`src/rtl/ljsd_pkg.sv`:
```
`timescale 1ns / 1ps
// ----------------------------------------------------------------------------
// ljsd_pkg
// Shared types, codes and constants of the liveview jpeg stream deframer.
// ----------------------------------------------------------------------------
package ljsd_pkg;

  typedef enum logic [2:0] {
    PH_HUNT   = 3'd0,
    PH_TYPE   = 3'd1,
    PH_COMMON = 3'd2,
    PH_SKIP   = 3'd3,
    PH_PHDR   = 3'd4,
    PH_DATA   = 3'd5,
    PH_PAD    = 3'd6
  } phase_t;

  typedef enum logic [1:0] {
    KIND_IMAGE = 2'd0,
    KIND_ERROR = 2'd1,
    KIND_EMPTY = 2'd2
  } kind_t;

  localparam logic [7:0] SYNC_BYTE       = 8'hFF;
  localparam logic [7:0] TYPE_IMAGE      = 8'h01;
  localparam logic [7:0] TYPE_IMAGE_EXT  = 8'h11;
  localparam logic [7:0] TYPE_INFO       = 8'h12;

  localparam logic [7:0] COMMON_REST_LEN = 8'd6;
  localparam logic [7:0] INFO_SKIP_LEN   = 8'd160;
  localparam logic [7:0] PAYLOAD_HDR_LEN = 8'd128;
  localparam logic [7:0] START_CODE_LEN  = 8'd4;
  localparam logic [7:0] PADDING_POS     = 8'd7;

  // one result of the parser for one byte
  typedef struct packed {
    logic       valid;
    logic [7:0] out_byte;
    kind_t      kind;
    logic       frame_last;
  } result_t;

  function automatic logic [7:0] start_code_byte(input logic [1:0] idx);
    logic [7:0] code;
    case (idx)
      2'd0:    code = 8'h24;
      2'd1:    code = 8'h35;
      2'd2:    code = 8'h68;
      default: code = 8'h79;
    endcase
    return code;
  endfunction

endpackage

```
`src/rtl/ljsd_if.sv`:
```
`timescale 1ns / 1ps
// ----------------------------------------------------------------------------
// ljsd stream interfaces
// Valid/ready channels for raw stream bytes and for deframer results.
// ----------------------------------------------------------------------------
interface ljsd_byte_if;
  logic       valid;
  logic       ready;
  logic [7:0] data_byte;

  modport source (output valid, output data_byte, input ready);
  modport sink   (input valid, input data_byte, output ready);
endinterface

interface ljsd_result_if;
  logic       valid;
  logic       ready;
  logic [7:0] out_byte;
  logic [1:0] kind;
  logic       frame_last;

  modport source (output valid, output out_byte, output kind, output frame_last,
                  input ready);
  modport sink   (input valid, input out_byte, input kind, input frame_last,
                  output ready);
endinterface

```
`src/rtl/ljsd_parser.sv`:
```
`timescale 1ns / 1ps
// ----------------------------------------------------------------------------
// ljsd_parser
// Per-byte header parser: state registers and the single-pass step logic
// that turns one stream byte into zero or one result.
// ----------------------------------------------------------------------------
module ljsd_parser (
  input  logic               clk,
  input  logic               rst,
  input  logic               step,
  input  logic [7:0]         data_byte,
  output ljsd_pkg::result_t  result
);

  ljsd_pkg::phase_t phase, phase_next;
  logic [7:0]  byte_position, byte_position_next;
  logic        packet_type_info, packet_type_info_next;
  logic        start_code_ok, start_code_ok_next;
  logic [23:0] jpeg_remaining, jpeg_remaining_next;
  logic [7:0]  padding_left, padding_left_next;

  logic [7:0]  pos_inc;
  logic [23:0] jpeg_dec;
  logic [7:0]  pad_dec;

  assign pos_inc  = byte_position + 8'd1;
  assign jpeg_dec = jpeg_remaining - 24'd1;
  assign pad_dec  = padding_left - 8'd1;

  always_ff @(posedge clk) begin
    if (rst) begin
      phase            <= ljsd_pkg::PH_HUNT;
      byte_position    <= '0;
      packet_type_info <= 1'b0;
      start_code_ok    <= 1'b1;
      jpeg_remaining   <= '0;
      padding_left     <= '0;
    end else if (step) begin
      phase            <= phase_next;
      byte_position    <= byte_position_next;
      packet_type_info <= packet_type_info_next;
      start_code_ok    <= start_code_ok_next;
      jpeg_remaining   <= jpeg_remaining_next;
      padding_left     <= padding_left_next;
    end
  end

  always_comb begin
    phase_next            = phase;
    byte_position_next    = byte_position;
    packet_type_info_next = packet_type_info;
    start_code_ok_next    = start_code_ok;
    jpeg_remaining_next   = jpeg_remaining;
    padding_left_next     = padding_left;
    result                = '0;
    result.kind           = ljsd_pkg::KIND_IMAGE;

    case (phase)
      ljsd_pkg::PH_TYPE: begin
        if (data_byte inside {ljsd_pkg::TYPE_INFO, ljsd_pkg::TYPE_IMAGE_EXT,
                              ljsd_pkg::TYPE_IMAGE}) begin
          packet_type_info_next = (data_byte == ljsd_pkg::TYPE_INFO);
          byte_position_next    = '0;
          phase_next            = ljsd_pkg::PH_COMMON;
        end else if (data_byte != ljsd_pkg::SYNC_BYTE) begin
          phase_next = ljsd_pkg::PH_HUNT;
        end
      end

      ljsd_pkg::PH_COMMON: begin
        byte_position_next = pos_inc;
        if (pos_inc >= ljsd_pkg::COMMON_REST_LEN) begin
          byte_position_next = '0;
          if (packet_type_info) begin
            phase_next = ljsd_pkg::PH_SKIP;
          end else begin
            start_code_ok_next  = 1'b1;
            jpeg_remaining_next = '0;
            padding_left_next   = '0;
            phase_next          = ljsd_pkg::PH_PHDR;
          end
        end
      end

      ljsd_pkg::PH_SKIP: begin
        byte_position_next = pos_inc;
        if (pos_inc >= ljsd_pkg::INFO_SKIP_LEN) begin
          byte_position_next = '0;
          phase_next         = ljsd_pkg::PH_HUNT;
        end
      end

      ljsd_pkg::PH_PHDR: begin
        if (byte_position < ljsd_pkg::START_CODE_LEN) begin
          if (data_byte != ljsd_pkg::start_code_byte(byte_position[1:0])) begin
            start_code_ok_next = 1'b0;
          end
        end else if (byte_position < ljsd_pkg::PADDING_POS) begin
          // image size, big endian
          jpeg_remaining_next = {jpeg_remaining[15:0], data_byte};
        end else if (byte_position == ljsd_pkg::PADDING_POS) begin
          padding_left_next = data_byte;
        end
        byte_position_next = pos_inc;
        if (pos_inc >= ljsd_pkg::PAYLOAD_HDR_LEN) begin
          byte_position_next = '0;
          // the start code and size bytes are all behind us by now
          if (!start_code_ok) begin
            phase_next   = ljsd_pkg::PH_HUNT;
            result.valid = 1'b1;
            result.kind  = ljsd_pkg::KIND_ERROR;
          end else if (jpeg_remaining == '0) begin
            phase_next   = (padding_left != '0) ? ljsd_pkg::PH_PAD : ljsd_pkg::PH_HUNT;
            result.valid = 1'b1;
            result.kind  = ljsd_pkg::KIND_EMPTY;
          end else begin
            phase_next = ljsd_pkg::PH_DATA;
          end
        end
      end

      ljsd_pkg::PH_DATA: begin
        jpeg_remaining_next = jpeg_dec;
        result.valid        = 1'b1;
        result.out_byte     = data_byte;
        result.kind         = ljsd_pkg::KIND_IMAGE;
        result.frame_last   = (jpeg_dec == '0);
        if (jpeg_dec == '0) begin
          phase_next = (padding_left != '0) ? ljsd_pkg::PH_PAD : ljsd_pkg::PH_HUNT;
        end
      end

      ljsd_pkg::PH_PAD: begin
        if (padding_left != '0) begin
          padding_left_next = pad_dec;
        end
        if (padding_left_next == '0) begin
          phase_next = ljsd_pkg::PH_HUNT;
        end
      end

      default: begin
        // hunting, and the unused phase code
        phase_next = (data_byte == ljsd_pkg::SYNC_BYTE) ? ljsd_pkg::PH_TYPE
                                                        : ljsd_pkg::PH_HUNT;
      end
    endcase
  end

  a_data_has_bytes: assert property (@(posedge clk) disable iff (rst)
    phase == ljsd_pkg::PH_DATA |-> jpeg_remaining != '0)
    else $error("data phase with no image bytes left");

  a_pad_has_bytes: assert property (@(posedge clk) disable iff (rst)
    phase == ljsd_pkg::PH_PAD |-> padding_left != '0)
    else $error("padding phase with no padding left");

  a_skip_in_range: assert property (@(posedge clk) disable iff (rst)
    phase == ljsd_pkg::PH_SKIP |-> byte_position < ljsd_pkg::INFO_SKIP_LEN)
    else $error("info skip count out of range");

  a_hdr_in_range: assert property (@(posedge clk) disable iff (rst)
    phase == ljsd_pkg::PH_PHDR |-> byte_position < ljsd_pkg::PAYLOAD_HDR_LEN)
    else $error("payload header count out of range");

endmodule

```
`src/rtl/liveview_jpeg_stream_deframer_core.sv`:
```
`timescale 1ns / 1ps
// ----------------------------------------------------------------------------
// liveview_jpeg_stream_deframer_core
// Pulls jpeg image bytes out of a liveview byte stream.
// ----------------------------------------------------------------------------
// The block takes one stream byte per cycle and gives at most one result per
// byte: an image byte (last one of a frame flagged), a start code error after
// a bad payload header, or an empty-frame event for an image size of zero.
// Headers, info packets, stray bytes and padding give no result. Each byte
// goes through an input register, one pass of the parser step logic and a
// result register; the parser state update in that single pass sets the
// rate of one byte per cycle, kept up as long as the result side takes
// results.
module liveview_jpeg_stream_deframer_core (
  input  logic          clk,
  input  logic          rst,
  ljsd_byte_if.sink     stream,
  ljsd_result_if.source result
);

  logic       s_valid;
  logic [7:0] s_byte;
  logic       advance;
  logic       step;

  logic       o_valid;
  logic [7:0] o_byte;
  logic [1:0] o_kind;
  logic       o_last;

  ljsd_pkg::result_t step_result;

  // the result slot is free, or is being emptied this cycle
  assign advance      = !o_valid || result.ready;
  assign step         = s_valid && advance;
  assign stream.ready = !s_valid || advance;

  always_ff @(posedge clk) begin
    if (rst) begin
      s_valid <= 1'b0;
    end else if (stream.ready) begin
      s_valid <= stream.valid;
    end
  end

  always_ff @(posedge clk) begin
    if (stream.ready && stream.valid) begin
      s_byte <= stream.data_byte;
    end
  end

  ljsd_parser u_parser (
    .clk       (clk),
    .rst       (rst),
    .step      (step),
    .data_byte (s_byte),
    .result    (step_result)
  );

  always_ff @(posedge clk) begin
    if (rst) begin
      o_valid <= 1'b0;
    end else if (advance) begin
      o_valid <= step && step_result.valid;
    end
  end

  always_ff @(posedge clk) begin
    if (advance) begin
      o_byte <= step_result.out_byte;
      o_kind <= step_result.kind;
      o_last <= step_result.frame_last;
    end
  end

  assign result.valid      = o_valid;
  assign result.out_byte   = o_byte;
  assign result.kind       = o_kind;
  assign result.frame_last = o_last;

  a_last_is_image: assert property (@(posedge clk) disable iff (rst)
    o_valid && o_last |-> o_kind == ljsd_pkg::KIND_IMAGE)
    else $error("frame_last on an event result");

  a_event_zero_byte: assert property (@(posedge clk) disable iff (rst)
    o_valid && o_kind != ljsd_pkg::KIND_IMAGE |-> o_byte == 8'd0)
    else $error("event result with a nonzero byte");

  a_stage_holds: assert property (@(posedge clk) disable iff (rst)
    s_valid && !advance |=> s_valid && $stable(s_byte))
    else $error("input register lost a byte under stall");

endmodule
```
`src/flat_wrapper.sv`:
```
// flat-port wrapper written by rule: the top's interface ports become plain ports
module liveview_jpeg_stream_deframer_core_flat 
  (clk, rst, stream_valid, stream_data_byte, stream_ready, result_valid, result_out_byte, result_kind, result_frame_last, result_ready);
  ljsd_byte_if stream_i ();
  ljsd_result_if result_i ();
  input  logic clk;
  input  logic rst;
  input wire logic [$bits(stream_i.valid)-1:0] stream_valid;
  input wire logic [$bits(stream_i.data_byte)-1:0] stream_data_byte;
  output wire logic [$bits(stream_i.ready)-1:0] stream_ready;
  output wire logic [$bits(result_i.valid)-1:0] result_valid;
  output wire logic [$bits(result_i.out_byte)-1:0] result_out_byte;
  output wire logic [$bits(result_i.kind)-1:0] result_kind;
  output wire logic [$bits(result_i.frame_last)-1:0] result_frame_last;
  input wire logic [$bits(result_i.ready)-1:0] result_ready;
  assign stream_i.valid = stream_valid;
  assign stream_i.data_byte = stream_data_byte;
  assign stream_ready = stream_i.ready;
  assign result_valid = result_i.valid;
  assign result_out_byte = result_i.out_byte;
  assign result_kind = result_i.kind;
  assign result_frame_last = result_i.frame_last;
  assign result_i.ready = result_ready;
  liveview_jpeg_stream_deframer_core u_core (.clk(clk), .rst(rst), .stream(stream_i), .result(result_i));
endmodule
```
`config.mk`:
```
export PLATFORM = sky130hd
export DESIGN_NAME = liveview_jpeg_stream_deframer_core_flat
export DESIGN_NICKNAME = d
export VERILOG_FILES = /design/src/rtl/ljsd_pkg.sv /design/src/rtl/ljsd_if.sv /design/src/rtl/ljsd_parser.sv /design/src/rtl/liveview_jpeg_stream_deframer_core.sv /design/src/flat_wrapper.sv
export SDC_FILE = /design/constraint.sdc
export NUM_CORES = 1
export LEC_CHECK = 0
export ABC_CLOCK_PERIOD_IN_PS = 3090
export BUFFER_PORTS_ARGS = -buffer_cell sky130_fd_sc_hd__buf_2
export CELL_PAD_IN_SITES_DETAIL_PLACEMENT = 0
export CELL_PAD_IN_SITES_GLOBAL_PLACEMENT = 1
export CORE_MARGIN = 4
export CORE_UTILIZATION = 47
export CTS_CLUSTER_SIZE = 10
export DETAILED_ROUTE_END_ITERATION = 10
export PLACE_DENSITY = 0.91
export SYNTH_ARGS = -nofsm -noshare
export SYNTH_HDL_FRONTEND = slang
export SYNTH_HIERARCHICAL = 1
export SYNTH_SLANG_ARGS = --single-unit
```
`constraint.sdc`:
```
create_clock -name clk -period 3.09 [get_ports clk]
set_clock_uncertainty 0.2 [all_clocks]
set_input_delay 0.309 -clock clk [delete_from_list [all_inputs] [get_ports clk]]
set_output_delay 0.309 -clock clk [all_outputs]
set_load 0.05 [all_outputs]
```
# Word level (Yosys, flattened, before mapping)
# Cells that the tools add are included.
[op_classes]
n_lt_le_gt_ge = 5
eq_ne = 29
mux = 45
reduce_logical = 25
n_addsub = 3
[ops]
columns = ["operator", "n"]
rows = [
  ["$mux 8", 13],
  ["$mux 24", 4],
  ["$pmux 24 s3", 1],
  ["$logic_not 24->1", 2],
  ["$mux 3", 11],
  ["$pmux 8 s4", 1],
  ["$ne 2x2->1 const B", 13],
  ["$pmux 8 s3", 1],
  ["$sub 24x1->24 const B", 1],
  ["$pmux 7 s3", 1],
  ["$pmux 3 s6", 1],
  ["$eq 8x5->1 const B", 2],
  ["$ge 8x8->1 const B", 2],
  ["$lt 8x3->1 const B", 2],
  ["$reduce_and 7->1", 2],
  ["$reduce_and 6->1", 2],
  ["$eq 3x3->1 const B", 3],
  ["$mux 1", 9],
  ["$reduce_and 3->1", 3],
  ["$reduce_bool 3->1", 3],
  ["$add 8x1->8 const B", 1],
  ["$eq 8x1->1 const B", 1],
  ["$eq 8x3->1 const B", 1],
  ["$eq 8x8->1 const B", 1],
  ["other kinds (20)", 26],
]
[word_totals]
ff_bits = 66
inputBits = 12
elab_cells = 120
output_inout_bits = 13

# Logic depth before layout (Yosys ltp)
# Gate-level depths: netlist (run 1).
[depth]
ltp_word = 8
mapped_depth = 11
ltp_nobuf = 9

# Modules after synthesis
# The synthesis (run 1) kept the hierarchy.
[by_module_without_submodules]
columns = ["module", "n_inst", "cells_each", "area_each_um2", "seq_area_each_um2"]
rows = [
  ["ljsd_parser", 1, 519, 3813.7, 900.9],
  ["liveview_jpeg_stream_deframer_core", 1, 29, 654.4, 610.6],
]

# Worst setup path after synthesis (run 1)
# Ideal clock, no wire load.
[synth_path]
kind = "register -> register"
start = "reg u_core.u_parser.padding_left[0]"
end = "reg u_core.u_parser.phase[1]"
period_less_slack_ps = 2674
required_ps = 2758
stages_incl_launch_ff = 10
slack_ps = 416
arrival_ps = 2343
setup_time_ps = 132
path_cell_list = "dfxtp_1 inv_1 ha_1 or4b_4 nor4_4 a21oi_2 o41ai_2 nand4_2 nor4b_2 a2111oi_2"
[synth_via]
elab_chain_cells = 6
[synth_lines]
columns = ["item", "line", "source"]
rows = [
  ["start: declaration", "ljsd_parser.sv:20", "logic [7:0] padding_left, padding_left_next;"],
  ["start signal: assignment", "ljsd_parser.sv:44", "padding_left <= padding_left_next;"],
  ["$sub 8x1->8 / $reduce_bool 8->1 (equally long branches)", "-", ""],
  ["$mux 8 / $mux 3 (equally long branches)", "ljsd_parser.sv:134, ljsd_parser.sv:113, ljsd_parser.sv:129", ""],
  ["$mux 8 / $mux 3 (equally long branches)", "ljsd_parser.sv:58, ljsd_parser.sv:112", ""],
  ["$logic_not 8->1 / $mux 3 (equally long branches)", "ljsd_parser.sv:137, ljsd_parser.sv:108", ""],
  ["$ne 2x2->1 (no line) / $mux 3 (equally long branches)", "-", ""],
  ["$reduce_and 7->1 (no line) / $pmux 3 s6 (equally long branches)", "-", ""],
  ["end signal: assignment", "ljsd_parser.sv:32", "phase <= ljsd_pkg::PH_HUNT;"],
  ["end signal: assignment", "ljsd_parser.sv:39", "phase <= phase_next;"],
  ["end: declaration", "ljsd_parser.sv:15", "ljsd_pkg::phase_t phase, phase_next;"],
]
# Several ways; a longest one is shown, not always the timed one. The select of a mux whose other input is x is not followed.
# A chain may end at the register's enable or synchronous reset.

# Worst setup path after layout (run 1)
# Ends and elaborated chain as after synthesis.

==> impl_metrics.json, run 1 <==
{
  "syn_avg_cell_area_um2": 8.15,
  "stdcell_area_um2": 5050,
  "n_fill_cell": 865,
  "min_to": "u_core/s_valid$_SDFFE_PP0P_",
  "yosys-top-cells-area": "dfxtp_1 (21%), edfxtp_1 (13%), nor2_1 (5.6%), a21oi_1 (4.7%), nand2_1 (4.5%)",
  "power_uw": 1960,
  "r2r_start": "u_core/u_parser/padding_left[0]$_SDFFE_PP0P_",
  "final_cell_mix": "nor2_1 (66), nand2_1 (54), dfxtp_1 (47), a21oi_1 (42)",
  "period_share_pct": 91.8,
  "rr_worst_depth": 9,
  "grt_pass1_wl_um": 20700,
  "power_density_nw_per_um2": 389,
  "hold_viol": 0,
  "drv_slew": 0,
  "dieWidth_um": 106,
  "cts-root-buf": "clkbuf_8",
  "p_leak_uw": 0.00190,
  "post-route-min-period_ns": 2.84,
  "path_class": "flip-flop to flip-flop",
  "nets": 599,
  "holdPathStages": 3,
  "post-cts-setup-buffers": 0,
  "min_path_type": "input pin to flip-flop",
  "num_vias": 4361,
  "drt_iter0_markers": 369,
  "ant_nets": 0,
  "dieArea_um2": 11100,
  "setup_viol": 0,
  "gr-total-overflow": 0,
  "synthFlopType": "dfxtp_1",
  "cts_sinks": 66,
  "cts_tree": "done",
  "cts_made_buffers": 9,
  "regArea_um2": 1510,
  "diodes": 0,
  "final_cells": 713,
  "wl_per_cell_um": 17.5,
  "clk_path_buf_depth": 2,
  "die_h_um": 106,
  "rsz0062_at_grt": "no",
  "worstHoldStart": "result_ready",
  "clkTransAtPathRegs_ns": 0.08,
  "first_pass_iters": 4,
  "cap_viol_max_count": 0,
  "areaGrowthSynthToFinish_pct": 12.9,
  "tns_ns": 0,
  "ir_drop_mv": 0.212,
  "worst_pin_slew_ns": 0.792,
  "layout_commonest_cell": "nor2_1",
  "ys_seq_area_share_pct": 33.8,
  "ys_async_sr_fraction_pct": 0,
  "reg2reg_to": "u_core/u_parser/phase[1]$_SDFFE_PP0P_",
  "drc": 0,
  "yosysTopAreaCellShare_pct": 21.1,
  "crit_fanout": 6,
  "synth_edf_count": 19,
  "arrival_ns": 2.87,
  "ys_seq_elements": 66,
  "initial_core_util_pct": 48.4,
  "gp_congestion": 0.946,
  "ys_warn_count": 6,
  "wirelength_um": 12500,
  "synth_nets": 568,
  "rrSetupSlack_ns": 0.25,
  "ctsHtreeMaxLevel": 3,
  "fp.coreArea_um2": 9240,
  "grt_pass1_vias": 4087,
  "synth_top_area_cell": "dfxtp_1",
  "synthCells": 548,
  "crit_path_start_kind": "flip-flop",
  "post-place-cells": 688,
  "worst_skew_pair.late_latency_ns": 0.37,
  "grt_usage_pct": 22.9,
  "status": "finished, final reports clean",
  "rows": 35,
  "required_ns": 3.13,
  "antenna_found_initial": 0,
  "multi_input_area_um2": 2710,
  "grt_max_degree": 34,
  "max-slew-margin-rel_pct": 47.2,
  "netlist_area_um2": 4470,
  "num_io_pins": 25,
  "io_buffer_count": 24,
  "viasPerCell": 6.12,
  "place_area_um2": 4750,
  "cp-end-kind": "flip-flop",
  "fmax_mhz": 353,
  "drive_gt1_share_pct": 16.3,
  "yosysUniqueCellTypes": 78,
  "dpl.hpwl_um": 8550
}
routing by layer:
metal | up-vias | track usage (%) | routed length, um
li1 | 2091 | - | -
met1 | 2086 | 31.6 | 5840
met2 | 164 | 34.4 | 5620
met3 | 20 | 4.96 | 768
met4 | 0 | 9.90 | 226
met5 | - | 0 | 0
cell usage after synthesis, types with 9 or more instances:
cell type and n:
nand3_1 10, a21oi_1 42, nand2_1 54, nor3_1 27
o21ai_0 23, dfxtp_1 47, and2_1 13, edfxtp_1 19
clkbuf_1 23, nand4_1 9, buf_2 12, a22oi_1 10
nor2_1 67, a211oi_1 11, nor4_1 9, inv_1 13
registers in the layout, indices dropped and copies added, names as in the netlist, 2 cells and up:
| register | cells |
|---|---|
| u_core/result.kind | 2 |
| u_core/u_parser/byte_position | 8 |
| u_core/result.out_byte | 8 |
| u_core/u_parser/padding_left | 8 |
| u_core/u_parser/jpeg_remaining | 24 |
| u_core/s_byte | 8 |
| u_core/u_parser/phase | 3 |
per-stage QoR:
stage          util [%]  setup slack [ns]  hold slack, ns
2_1_floorplan         -             0.416           0.178
3_3_place_gp       51.4             0.359           0.265
3_5_place_dp       51.4             0.285           0.271
4_1_cts            54.6             0.258          0.0735
5_1_grt            54.6            0.0115           0.102
6_report           54.6             0.255           0.101
logic make-up after synthesis:
group	synth area share [%]
simple gates	31.5
compound gates	22.9
flops	33.8
buf+inv	5.63
xor+xnor	2.35
fa+ha+maj	2.24
mux	1.57
critical path: stages (launching register included):
cell and delay, ns:
dfxtp_1 0.33, inv_1 0.11, ha_1 0.27, or4b_4 0.53
nor4_4 0.20, a21oi_2 0.10, o41ai_2 0.28, nand4_2 0.24
nor4b_2 0.36, a2111oi_2 0.08
how the worst max path moves through the flow:
stage	start	to	slack (ns)	cells past startpoint
4_1_cts	u_core/u_parser/padding_left[0]$_SDFFE_PP0P_	u_core/u_parser/phase[1]$_SDFFE_PP0P_	0.26	9
6_report	u_core/u_parser/padding_left[0]$_SDFFE_PP0P_	u_core/u_parser/phase[1]$_SDFFE_PP0P_	0.25	9
2_1_floorplan	u_core/u_parser/padding_left[0]$_SDFFE_PP0P_	u_core/u_parser/phase[1]$_SDFFE_PP0P_	0.42	9
3_3_place_gp	u_core/u_parser/padding_left[0]$_SDFFE_PP0P_	u_core/u_parser/phase[1]$_SDFFE_PP0P_	0.36	9
5_1_grt	u_core/u_parser/padding_left[0]$_SDFFE_PP0P_	u_core/u_parser/phase[1]$_SDFFE_PP0P_	0.01	9
3_5_place_dp	u_core/u_parser/padding_left[0]$_SDFFE_PP0P_	u_core/u_parser/phase[1]$_SDFFE_PP0P_	0.29	9
layout make-up:
type / count / share of cell area, %
Clock buffer: 9 / 2.45
Clock inverter: 7 / 1.54
Inverter: 13 / 0.967
Multi-Input combinational cell: 429 / 53.7
Sequential cell: 66 / 30.0
Tap cell: 129 / 3.20
Timing Repair Buffer: 60 / 8.18
report_power, final:
group          switching (uW)  internal (uW)
Combinational             166            104
Clock                     388            379
Sequential               25.7            901
Total                     580           1380
what timing repair did:
action                     in CTS  in global routing
setup endpoints to repair       0                  3
gates resized for setup         0                  1
hold endpoints to repair        9                  0
hold buffers                    9                  0
(Power assumes the default switching activity.)
==> inputs of run 2 (changes only) <==
--- a/config.mk
+++ b/config.mk
@@ -13,8 +13,9 @@
 export CORE_UTILIZATION = 47
 export CTS_CLUSTER_SIZE = 10
 export DETAILED_ROUTE_END_ITERATION = 10
+export GPL_TIMING_DRIVEN = 0
 export PLACE_DENSITY = 0.91
+export REMOVE_ABC_BUFFERS = 1
 export SYNTH_ARGS = -nofsm -noshare
 export SYNTH_HDL_FRONTEND = slang
-export SYNTH_HIERARCHICAL = 1
 export SYNTH_SLANG_ARGS = --single-unit
==> run 2 against run 1 <==
Area after synthesis is 3.5% lower. Total power decreased by 11%. Register-to-register slack got worse by 0.08 ns. Critical endpoint is now u_core.u_parser.phase[2]$_SDFFE_PP0P_.
==> impl_metrics.json, run 2 <==
{
  "power_density_nw_per_um2": 369,
  "fp.coreArea_um2": 8810,
  "initial_core_util_pct": 49.0,
  "grt_pass1_vias": 3701,
  "setup_viol": 0,
  "syn_avg_cell_area_um2": 8.34,
  "cp-end-kind": "flip-flop",
  "clk_path_buf_depth": 2,
  "synth_commonest_cells": "nor2_1 (51), dfxtp_1 (47), a21oi_1 (41)",
  "rows": 34,
  "cts-root-buf": "clkbuf_8",
  "grt_max_degree": 52,
  "synthFlopType": "dfxtp_1",
  "ys_warn_count": 0,
  "areaGrowthSynthToFinish_pct": 10.3,
  "dpl.hpwl_um": 7770,
  "synthCells": 517,
  "final_cells": 646,
  "final_cell_mix": "nor2_1 (51), dfxtp_1 (46), a21oi_1 (41), nand2_1 (39), nor3_1 (34)",
  "ctsHtreeMaxLevel": 3,
  "cts_made_buffers": 9,
  "synth_most_common_cell": "nor2_1",
  "drc": 0,
  "antenna_found_initial": 0,
  "tns_ns": 0,
  "hold_viol": 0,
  "rsz0062_at_grt": "no",
  "netlist_area_um2": 4310,
  "status": "finished, final reports clean",
  "ant_nets": 0,
  "worst_skew_pair.late_latency_ns": 0.35,
  "regArea_um2": 1510,
  "yosysTopAreaCellShare_pct": 21.8,
  "path_class": "flip-flop to flip-flop",
  "arrival_ns": 2.89,
  "period_share_pct": 94.2,
  "cap_viol_max_count": 0,
  "yosys-top-cells-area": "dfxtp_1 (22%), edfxtp_1 (13%), a21oi_1 (4.8%), nor2_1 (4.4%), nor3_1 (4.1%)",
  "synth_edf_count": 19,
  "layout_commonest_cell": "nor2_1",
  "cts_sinks": 66,
  "diodes": 0,
  "multi_input_area_um2": 2610,
  "first_pass_iters": 5,
  "ys_seq_area_share_pct": 35.1,
  "worst_pin_slew_ns": 1.04,
  "io_buffer_count": 24,
  "viasPerCell": 6.30,
  "crit_fanout": 6,
  "ys_seq_elements": 66,
  "drt_iter0_markers": 309,
  "largest_reg_flops": 24,
  "p_leak_uw": 0.00167,
  "wl_per_cell_um": 17.4,
  "crit_path_start_kind": "flip-flop",
  "num_io_pins": 25,
  "post-route-min-period_ns": 2.91,
  "drive_gt1_share_pct": 13.9,
  "power_uw": 1750,
  "synth_top_area_cell": "dfxtp_1",
  "num_vias": 4068,
  "gr-total-overflow": 0,
  "ir_drop_mv": 0.181,
  "fmax_mhz": 343,
  "die_h_um": 104,
  "clkTransAtPathRegs_ns": 0.09,
  "place_area_um2": 4420,
  "cts_tree": "done",
  "top_register": "u_core.u_parser.jpeg_remaining",
  "ys_async_sr_fraction_pct": 0,
  "wirelength_um": 11200,
  "drv_slew": 0,
  "dieWidth_um": 104,
  "max-slew-margin-rel_pct": 30.6,
  "yosysUniqueCellTypes": 75,
  "grt_pass1_wl_um": 18700,
  "required_ns": 3.07,
  "dieArea_um2": 10800,
  "post-place-cells": 619,
  "grt_usage_pct": 20.8,
  "n_fill_cell": 835,
  "gp_congestion": 0.905,
  "nets": 554,
  "min_path_type": "input pin to flip-flop",
  "stdcell_area_um2": 4750
}
## run 2: cell types whose count changed after synthesis, sizes merged, moves of 4 or more
cell	before	now
nand2	55	40
a221oi	3	12
nor3	29	38
clkbuf	23	19
nor4	13	9
a22oi	10	5
nor2	68	51
or3	5	11
## run 2: path summary, 6_finish.rpt
check                                                                    start                                       endpoint  slack [ns]  cells past startpoint
worst max register to register  u_core.u_parser.jpeg_remaining[0]$_SDFFE_PP0P_          u_core.u_parser.phase[2]$_SDFFE_PP0P_        0.18                     11
worst max-delay path            u_core.u_parser.jpeg_remaining[0]$_SDFFE_PP0P_          u_core.u_parser.phase[2]$_SDFFE_PP0P_        0.18                     11
worst min register to register   u_core.u_parser.byte_position[7]$_SDFFE_PP0P_  u_core.u_parser.byte_position[7]$_SDFFE_PP0P_        0.30                      2
worst min-delay path                                              result_ready                    u_core.s_valid$_SDFFE_PP0N_        0.10                      4
## run 2: repair_timing
item	CTS	global route
endpoints found under the hold margin	9	0
hold buffers	9	0
setup endpoints to repair	14	37
buffers inserted	0	2
gates resized for setup	2	8
## run 2: worst max-delay path: stages (launching register included)
cell	delay, ns
dfxtp_1	0.44
inv_1	0.13
ha_1	0.28
nor4b_4	0.15
buf_4	0.17
buf_4	0.14
and2_1	0.19
nor4b_1	0.30
o211ai_1	0.16
a2111o_1	0.39
nand2_1	0.13
a221oi_1	0.08
## run 2: logic make-up after synthesis
family	after synthesis	share of synthesized area, %
compound gates	146	22.9
mux	5	1.19
buf+inv	47	5.86
simple gates	230	29.5
flops	66	35.1
fa+ha+maj	9	2.61
xor+xnor	14	2.84
## run 2: layout make-up
cell class	instances	share of cell area, %
Sequential cell	66	31.8
Timing Repair Buffer	38	5.53
Clock buffer	9	2.61
Inverter	14	1.11
Tap cell	108	2.84
Clock inverter	7	1.26
Multi-Input combinational cell	404	54.8
## run 2: power breakdown
part | total (uW) | switching [uW] | internal (uW)
logic | 136 | 84.1 | 51.6
clock network | 695 | 390 | 305
registers | 922 | 23.4 | 899
total | 1750 | 497 | 1260
## run 2: layer usage
metal	global-route usage (%)	vias up	part of all wire (%)
li1	-	1970	-
met1	29.8	1936	47
met2	31.7	142	45
met3	3.23	20	6.4
met4	7.60	0	2.2
met5	0	-	0
## run 2: per-stage QoR
| step | utilization, % | hold WS [ns] | worst slack (ns) |
|---|---|---|---|
| detailed placement | 50.1 | 0.282 | -0.0255 |
| global route | 54.0 | 0.157 | 0.0175 |
| floorplan | - | 0.174 | -0.441 |
| CTS | 53.4 | 0.0894 | 0.0319 |
| global placement | 49.6 | 0.270 | -2.02 |
| finish | 54.0 | 0.101 | 0.178 |
